### src/rtl/best_fit_heap_allocator_assert.svh
// Assertion macros for the best-fit heap allocator.
// Expects signals named clk and arst_n in the scope of use.
`ifndef BEST_FIT_HEAP_ALLOCATOR_ASSERT_SVH
`define BEST_FIT_HEAP_ALLOCATOR_ASSERT_SVH

// Consequent must hold in the same cycle as the antecedent.
`define BFHA_ASSERT_SAME(lbl, ante, cons) \
	lbl: assert property (@(posedge clk) disable iff (!arst_n) (ante) |-> (cons)) \
		else $error("bfha: same-cycle check failed");

// Consequent must hold in the cycle after the antecedent.
`define BFHA_ASSERT_NEXT(lbl, ante, cons) \
	lbl: assert property (@(posedge clk) disable iff (!arst_n) (ante) |=> (cons)) \
		else $error("bfha: next-cycle check failed");

`endif

### src/rtl/bfha_pkg.sv
// Shared constants for the best-fit heap allocator.
// No dependencies.
`default_nettype none
package bfha_pkg;
	localparam int HEAP_BYTES_DEF   = 1048576;
	localparam int HEADER_BYTES_DEF = 16;
	localparam int ALIGN_BYTES_DEF  = 16;
	localparam int MAX_SEGMENTS_DEF = 64;

	localparam int REQ_W  = 21;
	localparam int ADDR_W = 32;
	// Request plus header plus alignment padding always fits in this width.
	localparam int NEED_W = 22;

	localparam logic [1:0] ST_ALLOC   = 2'd0;
	localparam logic [1:0] ST_NOFIT   = 2'd1;
	localparam logic [1:0] ST_FREED   = 2'd2;
	localparam logic [1:0] ST_UNKNOWN = 2'd3;

	localparam logic KIND_ALLOC = 1'b0;
	localparam logic KIND_FREE  = 1'b1;
endpackage
`default_nettype wire

### src/rtl/bfha_ram.sv
// Generic simple dual-port RAM with a registered read.
// No dependencies.
`default_nettype none
module bfha_ram #(
	parameter int WIDTH = 8,
	parameter int DEPTH = 64
) (
	input  wire logic                     clk,
	input  wire logic                     we,
	input  wire logic [$clog2(DEPTH)-1:0] waddr,
	input  wire logic [WIDTH-1:0]         wdata,
	input  wire logic [$clog2(DEPTH)-1:0] raddr,
	output logic      [WIDTH-1:0]         rdata
);
	logic [WIDTH-1:0] mem [DEPTH];

	always_ff @(posedge clk) begin
		if (we) begin
			mem[waddr] <= wdata;
		end
		rdata <= mem[raddr];
	end
endmodule
`default_nettype wire

### src/rtl/bfha_round.sv
// Alignment unit: rounds a byte count up to a multiple of ALIGN_BYTES, with a registered result.
// Depends on bfha_pkg.
`default_nettype none
module bfha_round #(
	parameter int ALIGN_BYTES = bfha_pkg::ALIGN_BYTES_DEF
) (
	input  wire logic                        clk,
	input  wire logic                        arst_n,
	input  wire logic                        go,
	input  wire logic [bfha_pkg::NEED_W-1:0] raw,
	output logic                             done,
	output logic      [bfha_pkg::NEED_W-1:0] need
);
	// The alignment is a power of two, so rounding up is an add and a mask.
	localparam logic [bfha_pkg::NEED_W-1:0] MASK = bfha_pkg::NEED_W'(ALIGN_BYTES - 1);

	always_ff @(posedge clk or negedge arst_n) begin
		if (!arst_n) begin
			done <= 1'b0;
			need <= '0;
		end else begin
			done <= go;
			if (go) begin
				need <= (raw + MASK) & ~MASK;
			end
		end
	end
endmodule
`default_nettype wire

### src/rtl/best_fit_heap_allocator.sv
// Best-fit heap allocator: top level with the request sequencer and segment table.
// Depends on bfha_pkg, bfha_ram, bfha_round and best_fit_heap_allocator_assert.svh.
`default_nettype none
// A request is taken when start is high and busy is low; exactly one result follows,
// shown for a single cycle with done high, and the receiver cannot hold it off, so it
// must take every result as it appears. The segment table lives in one RAM with a
// registered read, and every request walks it through that single read port. An
// allocate transaction rounds the size for alignment, then scans every table entry
// for the best fit, decides, and on a split moves each later entry up by one, then
// makes one or two writes. A free transaction scans until the address matches, reads
// the next neighbour, writes the merged segment and then moves each later entry down.
// The length of a request is set by the segment count and the number of entries that
// move. There is no clearing pass after reset: entry 0 is covered by a flag until
// first written, and entries beyond the segment count are never used.
// heap_start may only be written while busy is low.
module best_fit_heap_allocator #(
	parameter int HEAP_BYTES   = bfha_pkg::HEAP_BYTES_DEF,
	parameter int HEADER_BYTES = bfha_pkg::HEADER_BYTES_DEF,
	parameter int ALIGN_BYTES  = bfha_pkg::ALIGN_BYTES_DEF,
	parameter int MAX_SEGMENTS = bfha_pkg::MAX_SEGMENTS_DEF
) (
	input  wire logic                        clk,
	input  wire logic                        arst_n,
	input  wire logic                        start,
	output logic                             busy,
	input  wire logic                        kind,
	input  wire logic [bfha_pkg::REQ_W-1:0]  request_bytes,
	input  wire logic [bfha_pkg::ADDR_W-1:0] free_address,
	input  wire logic                        cfg_wen,
	input  wire logic [bfha_pkg::ADDR_W-1:0] cfg_wdata,
	output logic                             done,
	output logic      [1:0]                  status,
	output logic      [bfha_pkg::ADDR_W-1:0] address
);
	localparam int LEN_W = $clog2(HEAP_BYTES + 1);
	localparam int ENT_W = 2 * LEN_W + 1;
	localparam int IDX_W = $clog2(MAX_SEGMENTS);
	localparam int CNT_W = $clog2(MAX_SEGMENTS + 1);
	localparam int CMP_W = (LEN_W > bfha_pkg::NEED_W) ? LEN_W : bfha_pkg::NEED_W;
	localparam int AW    = bfha_pkg::ADDR_W;

	typedef enum logic [3:0] {
		S_IDLE, S_ROUND, S_SCAN, S_ADEC, S_A_SPLIT, S_A_BEST,
		S_FNXT_RD, S_FNXT_WT, S_FMERGE, S_FFIN, S_SH_RD, S_SH_WR
	} state_t;

	// An entry is {in use, length, offset}.
	localparam logic [ENT_W-1:0] RESET_ENT = {1'b0, LEN_W'(HEAP_BYTES), LEN_W'(0)};

	state_t                      state_q;
	logic [CNT_W-1:0]            count_q;
	logic                        ent0_v_q;
	logic [AW-1:0]               heap_start_q;
	logic                        kind_q;
	logic [AW-1:0]               want_q;
	logic [bfha_pkg::NEED_W-1:0] need_q;
	logic [CNT_W-1:0]            scan_q;
	logic                        v_s1;
	logic [IDX_W-1:0]            idx_s1;
	logic [IDX_W-1:0]            rd_addr_s1;
	logic                        found_q;
	logic [IDX_W-1:0]            best_q;
	logic [CMP_W-1:0]            best_diff_q;
	logic [LEN_W-1:0]            best_off_q;
	logic [LEN_W-1:0]            best_len_q;
	logic                        split_q;
	logic [ENT_W-1:0]            prev_q;
	logic [ENT_W-1:0]            match_q;
	logic [ENT_W-1:0]            next_q;
	logic                        pf_q;
	logic                        nf_q;
	logic [1:0]                  gone_q;
	logic [CNT_W-1:0]            sh_src_q;
	logic [CNT_W-1:0]            sh_cnt_q;
	logic                        sh_up_q;

	logic                        ram_we;
	logic [IDX_W-1:0]            ram_waddr;
	logic [ENT_W-1:0]            ram_wdata;
	logic [IDX_W-1:0]            ram_raddr;
	logic [ENT_W-1:0]            ram_rdata;
	logic [ENT_W-1:0]            ent_rd;

	logic                        accept;
	logic                        round_go;
	logic                        round_done;
	logic [bfha_pkg::NEED_W-1:0] round_need;

	logic                        rd_use;
	logic [LEN_W-1:0]            rd_len;
	logic [LEN_W-1:0]            rd_off;
	logic [CMP_W-1:0]            rd_diff;
	logic                        rd_better;
	logic                        rd_match;
	logic                        scan_issue;
	logic [CNT_W-1:0]            best_nxt;
	logic [CNT_W-1:0]            lo_idx;
	logic [CNT_W-1:0]            hi_idx;
	logic [LEN_W-1:0]            merged_len;
	logic [LEN_W-1:0]            merged_off;
	logic [CNT_W-1:0]            sh_dst;
	logic                        do_split;

	assign busy     = (state_q != S_IDLE);
	assign accept   = start && !busy;
	assign round_go = accept && (kind == bfha_pkg::KIND_ALLOC);

	bfha_round #(
		.ALIGN_BYTES (ALIGN_BYTES)
	) u_round (
		.clk    (clk),
		.arst_n (arst_n),
		.go     (round_go),
		.raw    (bfha_pkg::NEED_W'(request_bytes) + bfha_pkg::NEED_W'(HEADER_BYTES)),
		.done   (round_done),
		.need   (round_need)
	);

	bfha_ram #(
		.WIDTH (ENT_W),
		.DEPTH (MAX_SEGMENTS)
	) u_table (
		.clk   (clk),
		.we    (ram_we),
		.waddr (ram_waddr),
		.wdata (ram_wdata),
		.raddr (ram_raddr),
		.rdata (ram_rdata)
	);

	// Entry 0 reads as the whole free heap until it has been written once.
	assign ent_rd = (rd_addr_s1 == '0 && !ent0_v_q) ? RESET_ENT : ram_rdata;

	always_comb begin
		rd_use     = ent_rd[ENT_W-1];
		rd_len     = ent_rd[2*LEN_W-1:LEN_W];
		rd_off     = ent_rd[LEN_W-1:0];
		rd_diff    = CMP_W'(rd_len) - CMP_W'(need_q);
		rd_better  = !rd_use && (CMP_W'(rd_len) >= CMP_W'(need_q))
			&& (!found_q || rd_diff < best_diff_q);
		rd_match   = (AW'(rd_off) == want_q);
		scan_issue = (scan_q < count_q);
		best_nxt   = CNT_W'(best_q) + 1'b1;
		lo_idx     = CNT_W'(best_q) - CNT_W'(pf_q);
		hi_idx     = CNT_W'(best_q) + CNT_W'(nf_q);
		merged_off = pf_q ? prev_q[LEN_W-1:0] : match_q[LEN_W-1:0];
		merged_len = match_q[2*LEN_W-1:LEN_W]
			+ (pf_q ? prev_q[2*LEN_W-1:LEN_W] : LEN_W'(0))
			+ (nf_q ? next_q[2*LEN_W-1:LEN_W] : LEN_W'(0));
		sh_dst     = sh_up_q ? sh_src_q - CNT_W'(gone_q) : sh_src_q + 1'b1;
		do_split   = (best_diff_q > CMP_W'(2 * HEADER_BYTES))
			&& (count_q < CNT_W'(MAX_SEGMENTS));
	end

	// Table port control.
	always_comb begin
		ram_we    = 1'b0;
		ram_waddr = '0;
		ram_wdata = '0;
		ram_raddr = scan_q[IDX_W-1:0];
		unique case (state_q)
			S_FNXT_RD: begin
				ram_raddr = best_nxt[IDX_W-1:0];
			end
			S_SH_RD: begin
				ram_raddr = sh_src_q[IDX_W-1:0];
			end
			S_SH_WR: begin
				ram_we    = 1'b1;
				ram_waddr = sh_dst[IDX_W-1:0];
				ram_wdata = ent_rd;
			end
			S_FMERGE: begin
				ram_we    = 1'b1;
				ram_waddr = lo_idx[IDX_W-1:0];
				ram_wdata = {1'b0, merged_len, merged_off};
			end
			S_A_SPLIT: begin
				ram_we    = 1'b1;
				ram_waddr = best_nxt[IDX_W-1:0];
				ram_wdata = {1'b0, best_diff_q[LEN_W-1:0],
					best_off_q + LEN_W'(need_q)};
			end
			S_A_BEST: begin
				ram_we    = 1'b1;
				ram_waddr = best_q;
				ram_wdata = {1'b1, split_q ? LEN_W'(need_q) : best_len_q, best_off_q};
			end
			default: begin
				ram_we = 1'b0;
			end
		endcase
	end

	// Sequencer: state, table bookkeeping and the registered result.
	always_ff @(posedge clk or negedge arst_n) begin
		if (!arst_n) begin
			state_q      <= S_IDLE;
			count_q      <= CNT_W'(1);
			ent0_v_q     <= 1'b0;
			heap_start_q <= '0;
			kind_q       <= bfha_pkg::KIND_ALLOC;
			want_q       <= '0;
			need_q       <= '0;
			scan_q       <= '0;
			v_s1         <= 1'b0;
			idx_s1       <= '0;
			rd_addr_s1   <= '0;
			found_q      <= 1'b0;
			best_q       <= '0;
			best_diff_q  <= '0;
			best_off_q   <= '0;
			best_len_q   <= '0;
			split_q      <= 1'b0;
			prev_q       <= '0;
			match_q      <= '0;
			next_q       <= '0;
			pf_q         <= 1'b0;
			nf_q         <= 1'b0;
			gone_q       <= '0;
			sh_src_q     <= '0;
			sh_cnt_q     <= '0;
			sh_up_q      <= 1'b0;
			done         <= 1'b0;
			status       <= bfha_pkg::ST_ALLOC;
			address      <= '0;
		end else begin
			done       <= 1'b0;
			rd_addr_s1 <= ram_raddr;
			if (cfg_wen) begin
				heap_start_q <= cfg_wdata;
			end
			if (ram_we && ram_waddr == '0) begin
				ent0_v_q <= 1'b1;
			end
			unique case (state_q)
				S_IDLE: begin
					if (accept) begin
						kind_q  <= kind;
						want_q  <= free_address - heap_start_q - AW'(HEADER_BYTES);
						scan_q  <= '0;
						v_s1    <= 1'b0;
						found_q <= 1'b0;
						state_q <= (kind == bfha_pkg::KIND_ALLOC) ? S_ROUND : S_SCAN;
					end
				end
				S_ROUND: begin
					if (round_done) begin
						need_q  <= round_need;
						state_q <= S_SCAN;
					end
				end
				S_SCAN: begin
					idx_s1 <= scan_q[IDX_W-1:0];
					if (scan_issue) begin
						scan_q <= scan_q + 1'b1;
					end
					v_s1 <= scan_issue;
					if (v_s1 && kind_q == bfha_pkg::KIND_FREE && rd_match) begin
						// First segment with this offset: remember its neighbours.
						best_q  <= idx_s1;
						match_q <= ent_rd;
						pf_q    <= (idx_s1 != '0) && !prev_q[ENT_W-1];
						state_q <= S_FNXT_RD;
					end else begin
						if (v_s1) begin
							prev_q <= ent_rd;
							if (kind_q == bfha_pkg::KIND_ALLOC && rd_better) begin
								found_q     <= 1'b1;
								best_q      <= idx_s1;
								best_diff_q <= rd_diff;
								best_off_q  <= rd_off;
								best_len_q  <= rd_len;
							end
						end else if (!scan_issue) begin
							if (kind_q == bfha_pkg::KIND_ALLOC) begin
								state_q <= S_ADEC;
							end else begin
								done    <= 1'b1;
								status  <= bfha_pkg::ST_UNKNOWN;
								address <= '0;
								state_q <= S_IDLE;
							end
						end
					end
				end
				S_ADEC: begin
					split_q <= do_split;
					if (!found_q) begin
						done    <= 1'b1;
						status  <= bfha_pkg::ST_NOFIT;
						address <= '0;
						state_q <= S_IDLE;
					end else if (do_split) begin
						// Open a gap after the chosen segment.
						sh_up_q  <= 1'b0;
						sh_src_q <= count_q - 1'b1;
						sh_cnt_q <= count_q - 1'b1 - CNT_W'(best_q);
						state_q  <= S_SH_RD;
					end else begin
						state_q <= S_A_BEST;
					end
				end
				S_SH_RD: begin
					if (sh_cnt_q == '0) begin
						state_q <= sh_up_q ? S_FFIN : S_A_SPLIT;
					end else begin
						state_q <= S_SH_WR;
					end
				end
				S_SH_WR: begin
					sh_cnt_q <= sh_cnt_q - 1'b1;
					sh_src_q <= sh_up_q ? sh_src_q + 1'b1 : sh_src_q - 1'b1;
					state_q  <= S_SH_RD;
				end
				S_A_SPLIT: begin
					count_q <= count_q + 1'b1;
					state_q <= S_A_BEST;
				end
				S_A_BEST: begin
					done    <= 1'b1;
					status  <= bfha_pkg::ST_ALLOC;
					address <= heap_start_q + AW'(best_off_q) + AW'(HEADER_BYTES);
					state_q <= S_IDLE;
				end
				S_FNXT_RD: begin
					if (best_nxt < count_q) begin
						state_q <= S_FNXT_WT;
					end else begin
						nf_q    <= 1'b0;
						state_q <= S_FMERGE;
					end
				end
				S_FNXT_WT: begin
					next_q  <= ent_rd;
					nf_q    <= !ent_rd[ENT_W-1];
					state_q <= S_FMERGE;
				end
				S_FMERGE: begin
					// Free segments never touch, so at most one neighbour merges on each side.
					gone_q   <= 2'(pf_q) + 2'(nf_q);
					sh_up_q  <= 1'b1;
					sh_src_q <= hi_idx + 1'b1;
					sh_cnt_q <= (pf_q || nf_q) ? count_q - 1'b1 - hi_idx : '0;
					state_q  <= S_SH_RD;
				end
				S_FFIN: begin
					count_q <= count_q - CNT_W'(gone_q);
					done    <= 1'b1;
					status  <= bfha_pkg::ST_FREED;
					address <= '0;
					state_q <= S_IDLE;
				end
				default: begin
					state_q <= S_IDLE;
				end
			endcase
		end
	end

`include "best_fit_heap_allocator_assert.svh"

	`BFHA_ASSERT_SAME(a_count_range, 1'b1, (count_q >= CNT_W'(1)) && (count_q <= CNT_W'(MAX_SEGMENTS)))
	`BFHA_ASSERT_NEXT(a_accept_busy, accept, busy)
	`BFHA_ASSERT_SAME(a_addr_zero, done && (status != bfha_pkg::ST_ALLOC), address == '0)
	`BFHA_ASSERT_NEXT(a_split_grows, state_q == S_A_SPLIT, count_q == $past(count_q) + 1'b1)

endmodule
`default_nettype wire
### config.mk
export PLATFORM = sky130hd
export DESIGN_NAME = best_fit_heap_allocator
export DESIGN_NICKNAME = d
export VERILOG_FILES = /design/src/rtl/bfha_pkg.sv /design/src/rtl/bfha_ram.sv /design/src/rtl/bfha_round.sv /design/src/rtl/best_fit_heap_allocator.sv
export VERILOG_INCLUDE_DIRS = /design/src /design/src/rtl
export SDC_FILE = /design/constraint.sdc
export NUM_CORES = 2
export LEC_CHECK = 0
export BUFFER_PORTS_ARGS = -buffer_cell sky130_fd_sc_hd__buf_2
export CAP_MARGIN = 20
export CORE_ASPECT_RATIO = 0.75
export CORE_UTILIZATION = 56
export DETAILED_ROUTE_END_ITERATION = 10
export PLACE_DENSITY = 0.75
export RECOVER_POWER = 50
export SYNTH_ARGS = -nofsm -noshare
export SYNTH_HDL_FRONTEND = slang
export SYNTH_SLANG_ARGS = --single-unit
### constraint.sdc
create_clock -name clk -period 6.3 [get_ports clk]
set_input_delay 1.26 -clock clk [delete_from_list [all_inputs] [get_ports clk]]
set_output_delay 1.26 -clock clk [all_outputs]
set_load 0.03 [all_outputs]
==> results.sh <==
export IMPL_synth_edff_count=2752
export IMPL_drtIter0Drc=16000
export IMPL_synth_simple_area_share=0.139
export IMPL_syn_cell_area_mm2=0.134
export IMPL_slowest_delay_ps=1300
export IMPL_status="finished, violations left"
export IMPL_cts_resized=0
export IMPL_drtAntennaViolNets=0
export IMPL_finalClockSkew_ps=45.5
export IMPL_antenna_found_initial=21
export IMPL_crit_top_cell="clkbuf_1"
export IMPL_p_per_area_mw_per_mm2=406
export IMPL_grt_pass1_wl_mm=586
export IMPL_synth_compound_area_frac=0.0823
export IMPL_ys_seq_area_frac=0.689
export IMPL_drcViolationCount=0
export IMPL_syn_area_per_cell_um2=12.3
export IMPL_vdd_drop_max_mv=0.366
export IMPL_yosysTopAreaCell="edfxtp_1"
export IMPL_finalMaxSlewViolations=1341
export IMPL_critical_path_required_ps=7070
export IMPL_grt_pass1_vias=89100
export IMPL_slew_headroom=-2.33
export IMPL_place_ws_ps=419
export IMPL_synthDistinctLibCells=97
export IMPL_yosysWarnings=0
export IMPL_path_delay_family="buffers and inverters"
export IMPL_grt_max_degree=178
export IMPL_worstHoldStart="prev_q[42]"
export IMPL_synth_fp_nets=11300
export IMPL_drv_cap=47
export IMPL_path_class="reg2reg"
export IMPL_final_nets=11500
export IMPL_reg2regPathDepth=9
export IMPL_holdPathStages=1
export IMPL_violations="capacitance limit, slew limit"
export IMPL_wirelength_mm=403
export IMPL_drt_pass1_iterations=10
export IMPL_setup_viol=0
export IMPL_area_growth_pct=11.7
export IMPL_htreeDepth=5
export IMPL_post_cts_buffers=0
export IMPL_port_buffers=125
export IMPL_clk_pin_slew_ps=70
export IMPL_vias_per_cell=6.49
export IMPL_coreArea_mm2=0.238
export IMPL_yosys_area_share_xor_xnor=0.0112
export IMPL_stdcell_count=14500
export IMPL_finalCritPeriodShare=0.977
export IMPL_ys_flop_type="edfxtp_1"
export IMPL_start_util=0.564
export IMPL_drive_above_1_share=0.0936
export IMPL_num_io_pins=126
export IMPL_cts_inserted_buffers=295
export IMPL_worstPathArrival_ps=6920
export IMPL_reg2reg_from="state_q[2]"
export IMPL_p_leak_nw=56.3
export IMPL_die_height_um=426
export IMPL_fin_setup_tns_ps=0
export IMPL_post_route_util=0.630
export IMPL_fillers=17400
export IMPL_crit_chain="clkbuf_1 > a41oi_1 > o221ai_1 > clkbuf_1 > inv_1 > nor2_2 > clkbuf_1 > a22o_1 > or3_1"
export IMPL_dieWidth_um=568
export IMPL_yosys_register_bits=3156
export IMPL_wl_per_cell_um=27.8
export IMPL_gr_usage_all_layers=0.327
export IMPL_tightest_slew_ps=4990
export IMPL_die_area_mm2=0.242
export IMPL_setup_ws_ps=146
export IMPL_hpwl_mm=236
export IMPL_syn_inst=11000
export IMPL_cts_sinks=3156
export IMPL_yosys_top_cells_count="nand2_1 (2822), edfxtp_1 (2752), nand3_1 (921)"
export IMPL_yosysMostFrequentCell="nand2_1"
export IMPL_slowest_stage="nor2_2"
export IMPL_cts_buffer_depth=4
export IMPL_clock_tree_root_cell="clkbuf_16"
export IMPL_hp_class="reg2reg"
export IMPL_cts_tree="yes"
export IMPL_placementRows=155
export IMPL_cp_num_buf_inv=4
export IMPL_fmax_mhz=162
export IMPL_synth_top_family_by_area="simple AND/OR/NAND/NOR gates"
export IMPL_synth_top_area_share=0.615
export IMPL_async_reset_ff_frac=0.114
export IMPL_ctsHoldBuffers=0
export IMPL_min_period_ps=6150
export IMPL_gp_congestion=0.922
export IMPL_rsz0062_at_grt="false"
export IMPL_hold_viol=0
export IMPL_startpoint="state_q[2]"
export IMPL_synth_fa_ha_area_frac=0.0247
export IMPL_power_mw=61.0
export IMPL_vias=94100
export IMPL_cp_end_kind="flip-flop"
export IMPL_critical_path_depth=9
export IMPL_insertion_delay_ps=870
export IMPL_synth_area_top_cells="edfxtp_1 (62%), nand2_1 (7.9%), dfrtp_1 (6.7%)"
export IMPL_crit_path_start_kind="flip-flop"
export IMPL_place_inst=14000
export IMPL_crit_fanout=26
export IMPL_overflow=0
export IMPL_synthMuxAreaShare=0.0272
## routing by layer
| metal | vias to the layer above | wire [µm] | GRT usage |
|---|---|---|---|
| li1 | 40200 | - | - |
| met2 | 7003 | 171000 | 0.472 |
| met3 | 969 | 57200 | 0.0718 |
| met4 | 14 | 16200 | 0.117 |
| met1 | 45900 | 158000 | 0.489 |
| met5 | - | 92 | 0 |
## cell families (layout without fill, tap and decap cells)
kind of cell,Yosys count,count (layout)
buffers and inverters,878,1280
xor gates and xnor gates,172,172
and+or+nand+nor,4375,4376
adders and majority gates,248,248
muxes,352,352
DFF,3156,3156
other,0,4
AOI/OAI and AO/OA,1774,1774
## path summary, 6_finish.rpt
kind,end,slack [ps]
max,u_table.rdata[28],150
min,pf_q,460
max reg2reg,u_table.rdata[28],150
min reg2reg,pf_q,460
max in group asynchronous,best_diff_q[15],1220
min in group asynchronous,sh_src_q[2],2200
## area by class of cell
| class | instances | area [µm²] | share of cell area |
|---|---|---|---|
| Sequential cell | 3156 | 92500 | 0.616 |
| Multi-Input combinational cell | 6922 | 38900 | 0.259 |
| Clock buffer | 368 | 8020 | 0.0534 |
| Timing Repair Buffer | 539 | 4360 | 0.0290 |
| Tap cell | 3140 | 3930 | 0.0262 |
| Clock inverter | 149 | 1530 | 0.0102 |
| Inverter | 224 | 856 | 0.00570 |
| Antenna cell | 4 | 10.0 | 0.0000667 |
## sequential cells by signal, summed over array words and instances, names as in the netlist, 7 cells and up
| register | count |
|---|---|
| need_q | 18 |
| address | 32 |
| match_q | 42 |
| u_table.mem | 2752 |
| count_q | 7 |
| want_q | 32 |
| prev_q | 43 |
| sh_cnt_q | 7 |
| next_q | 21 |
| u_table.rdata | 43 |
| best_diff_q | 22 |
| heap_start_q | 32 |
| best_len_q | 17 |
| scan_q | 7 |
| u_round.need | 18 |
| best_off_q | 21 |
## worst register-to-register path, stage by stage (launching register included)
cell and delay, ps:
dfrtp_1 600, clkbuf_1 810, a41oi_1 240, o221ai_1 310, clkbuf_1 770, inv_1 640
nor2_2 1300, clkbuf_1 720, a22o_1 450, or3_1 250
## placed cells by master, fill, tap and decap left out, types with 24 or more instances in the layout
| cell | count |
|---|---|
| inv_1 | 221 |
| o22ai_1 | 44 |
| xnor2_1 | 117 |
| clkbuf_1 | 132 |
| clkinv_1 | 52 |
| dfrtp_1 | 359 |
| nor2_1 | 170 |
| clkinv_2 | 44 |
| xor2_1 | 55 |
| and2_1 | 40 |
| clkbuf_16 | 308 |
| mux2_2 | 61 |
| dfxtp_1 | 43 |
| buf_12 | 72 |
| buf_2 | 88 |
| a21oi_1 | 538 |
| or3_1 | 51 |
| nand2_1 | 2816 |
| mux2i_1 | 277 |
| nor2_4 | 34 |
| a311oi_1 | 91 |
| bufinv_16 | 30 |
| o21ai_0 | 432 |
| ha_1 | 217 |
| a22o_1 | 57 |
| a21o_1 | 70 |
| fa_1 | 29 |
| clkbuf_2 | 35 |
| o21ai_4 | 24 |
| and3_1 | 126 |
| nand2b_1 | 28 |
| a31oi_1 | 198 |
| a32oi_1 | 75 |
| nand3_1 | 920 |
| edfxtp_1 | 2752 |
| nor3_1 | 46 |
| nor2b_1 | 28 |
| buf_4 | 249 |
## per-stage QoR
stage          hold WS, ps  instance area (µm²)
3_3_place_gp           453               141000
5_1_grt                501               150000
6_report               462               150000
3_5_place_dp           456               141000
2_1_floorplan          434               134000
4_1_cts                422               151000
## report_power, final
part	switching [mW]	total, mW	internal [mW]
Combinational	11.9	17.9	5.96
Clock	7.76	18.0	10.3
Sequential	1.47	25.1	23.6
Total	21.2	61.0	39.8
Note: power is estimated with default switching activity, not from simulation.
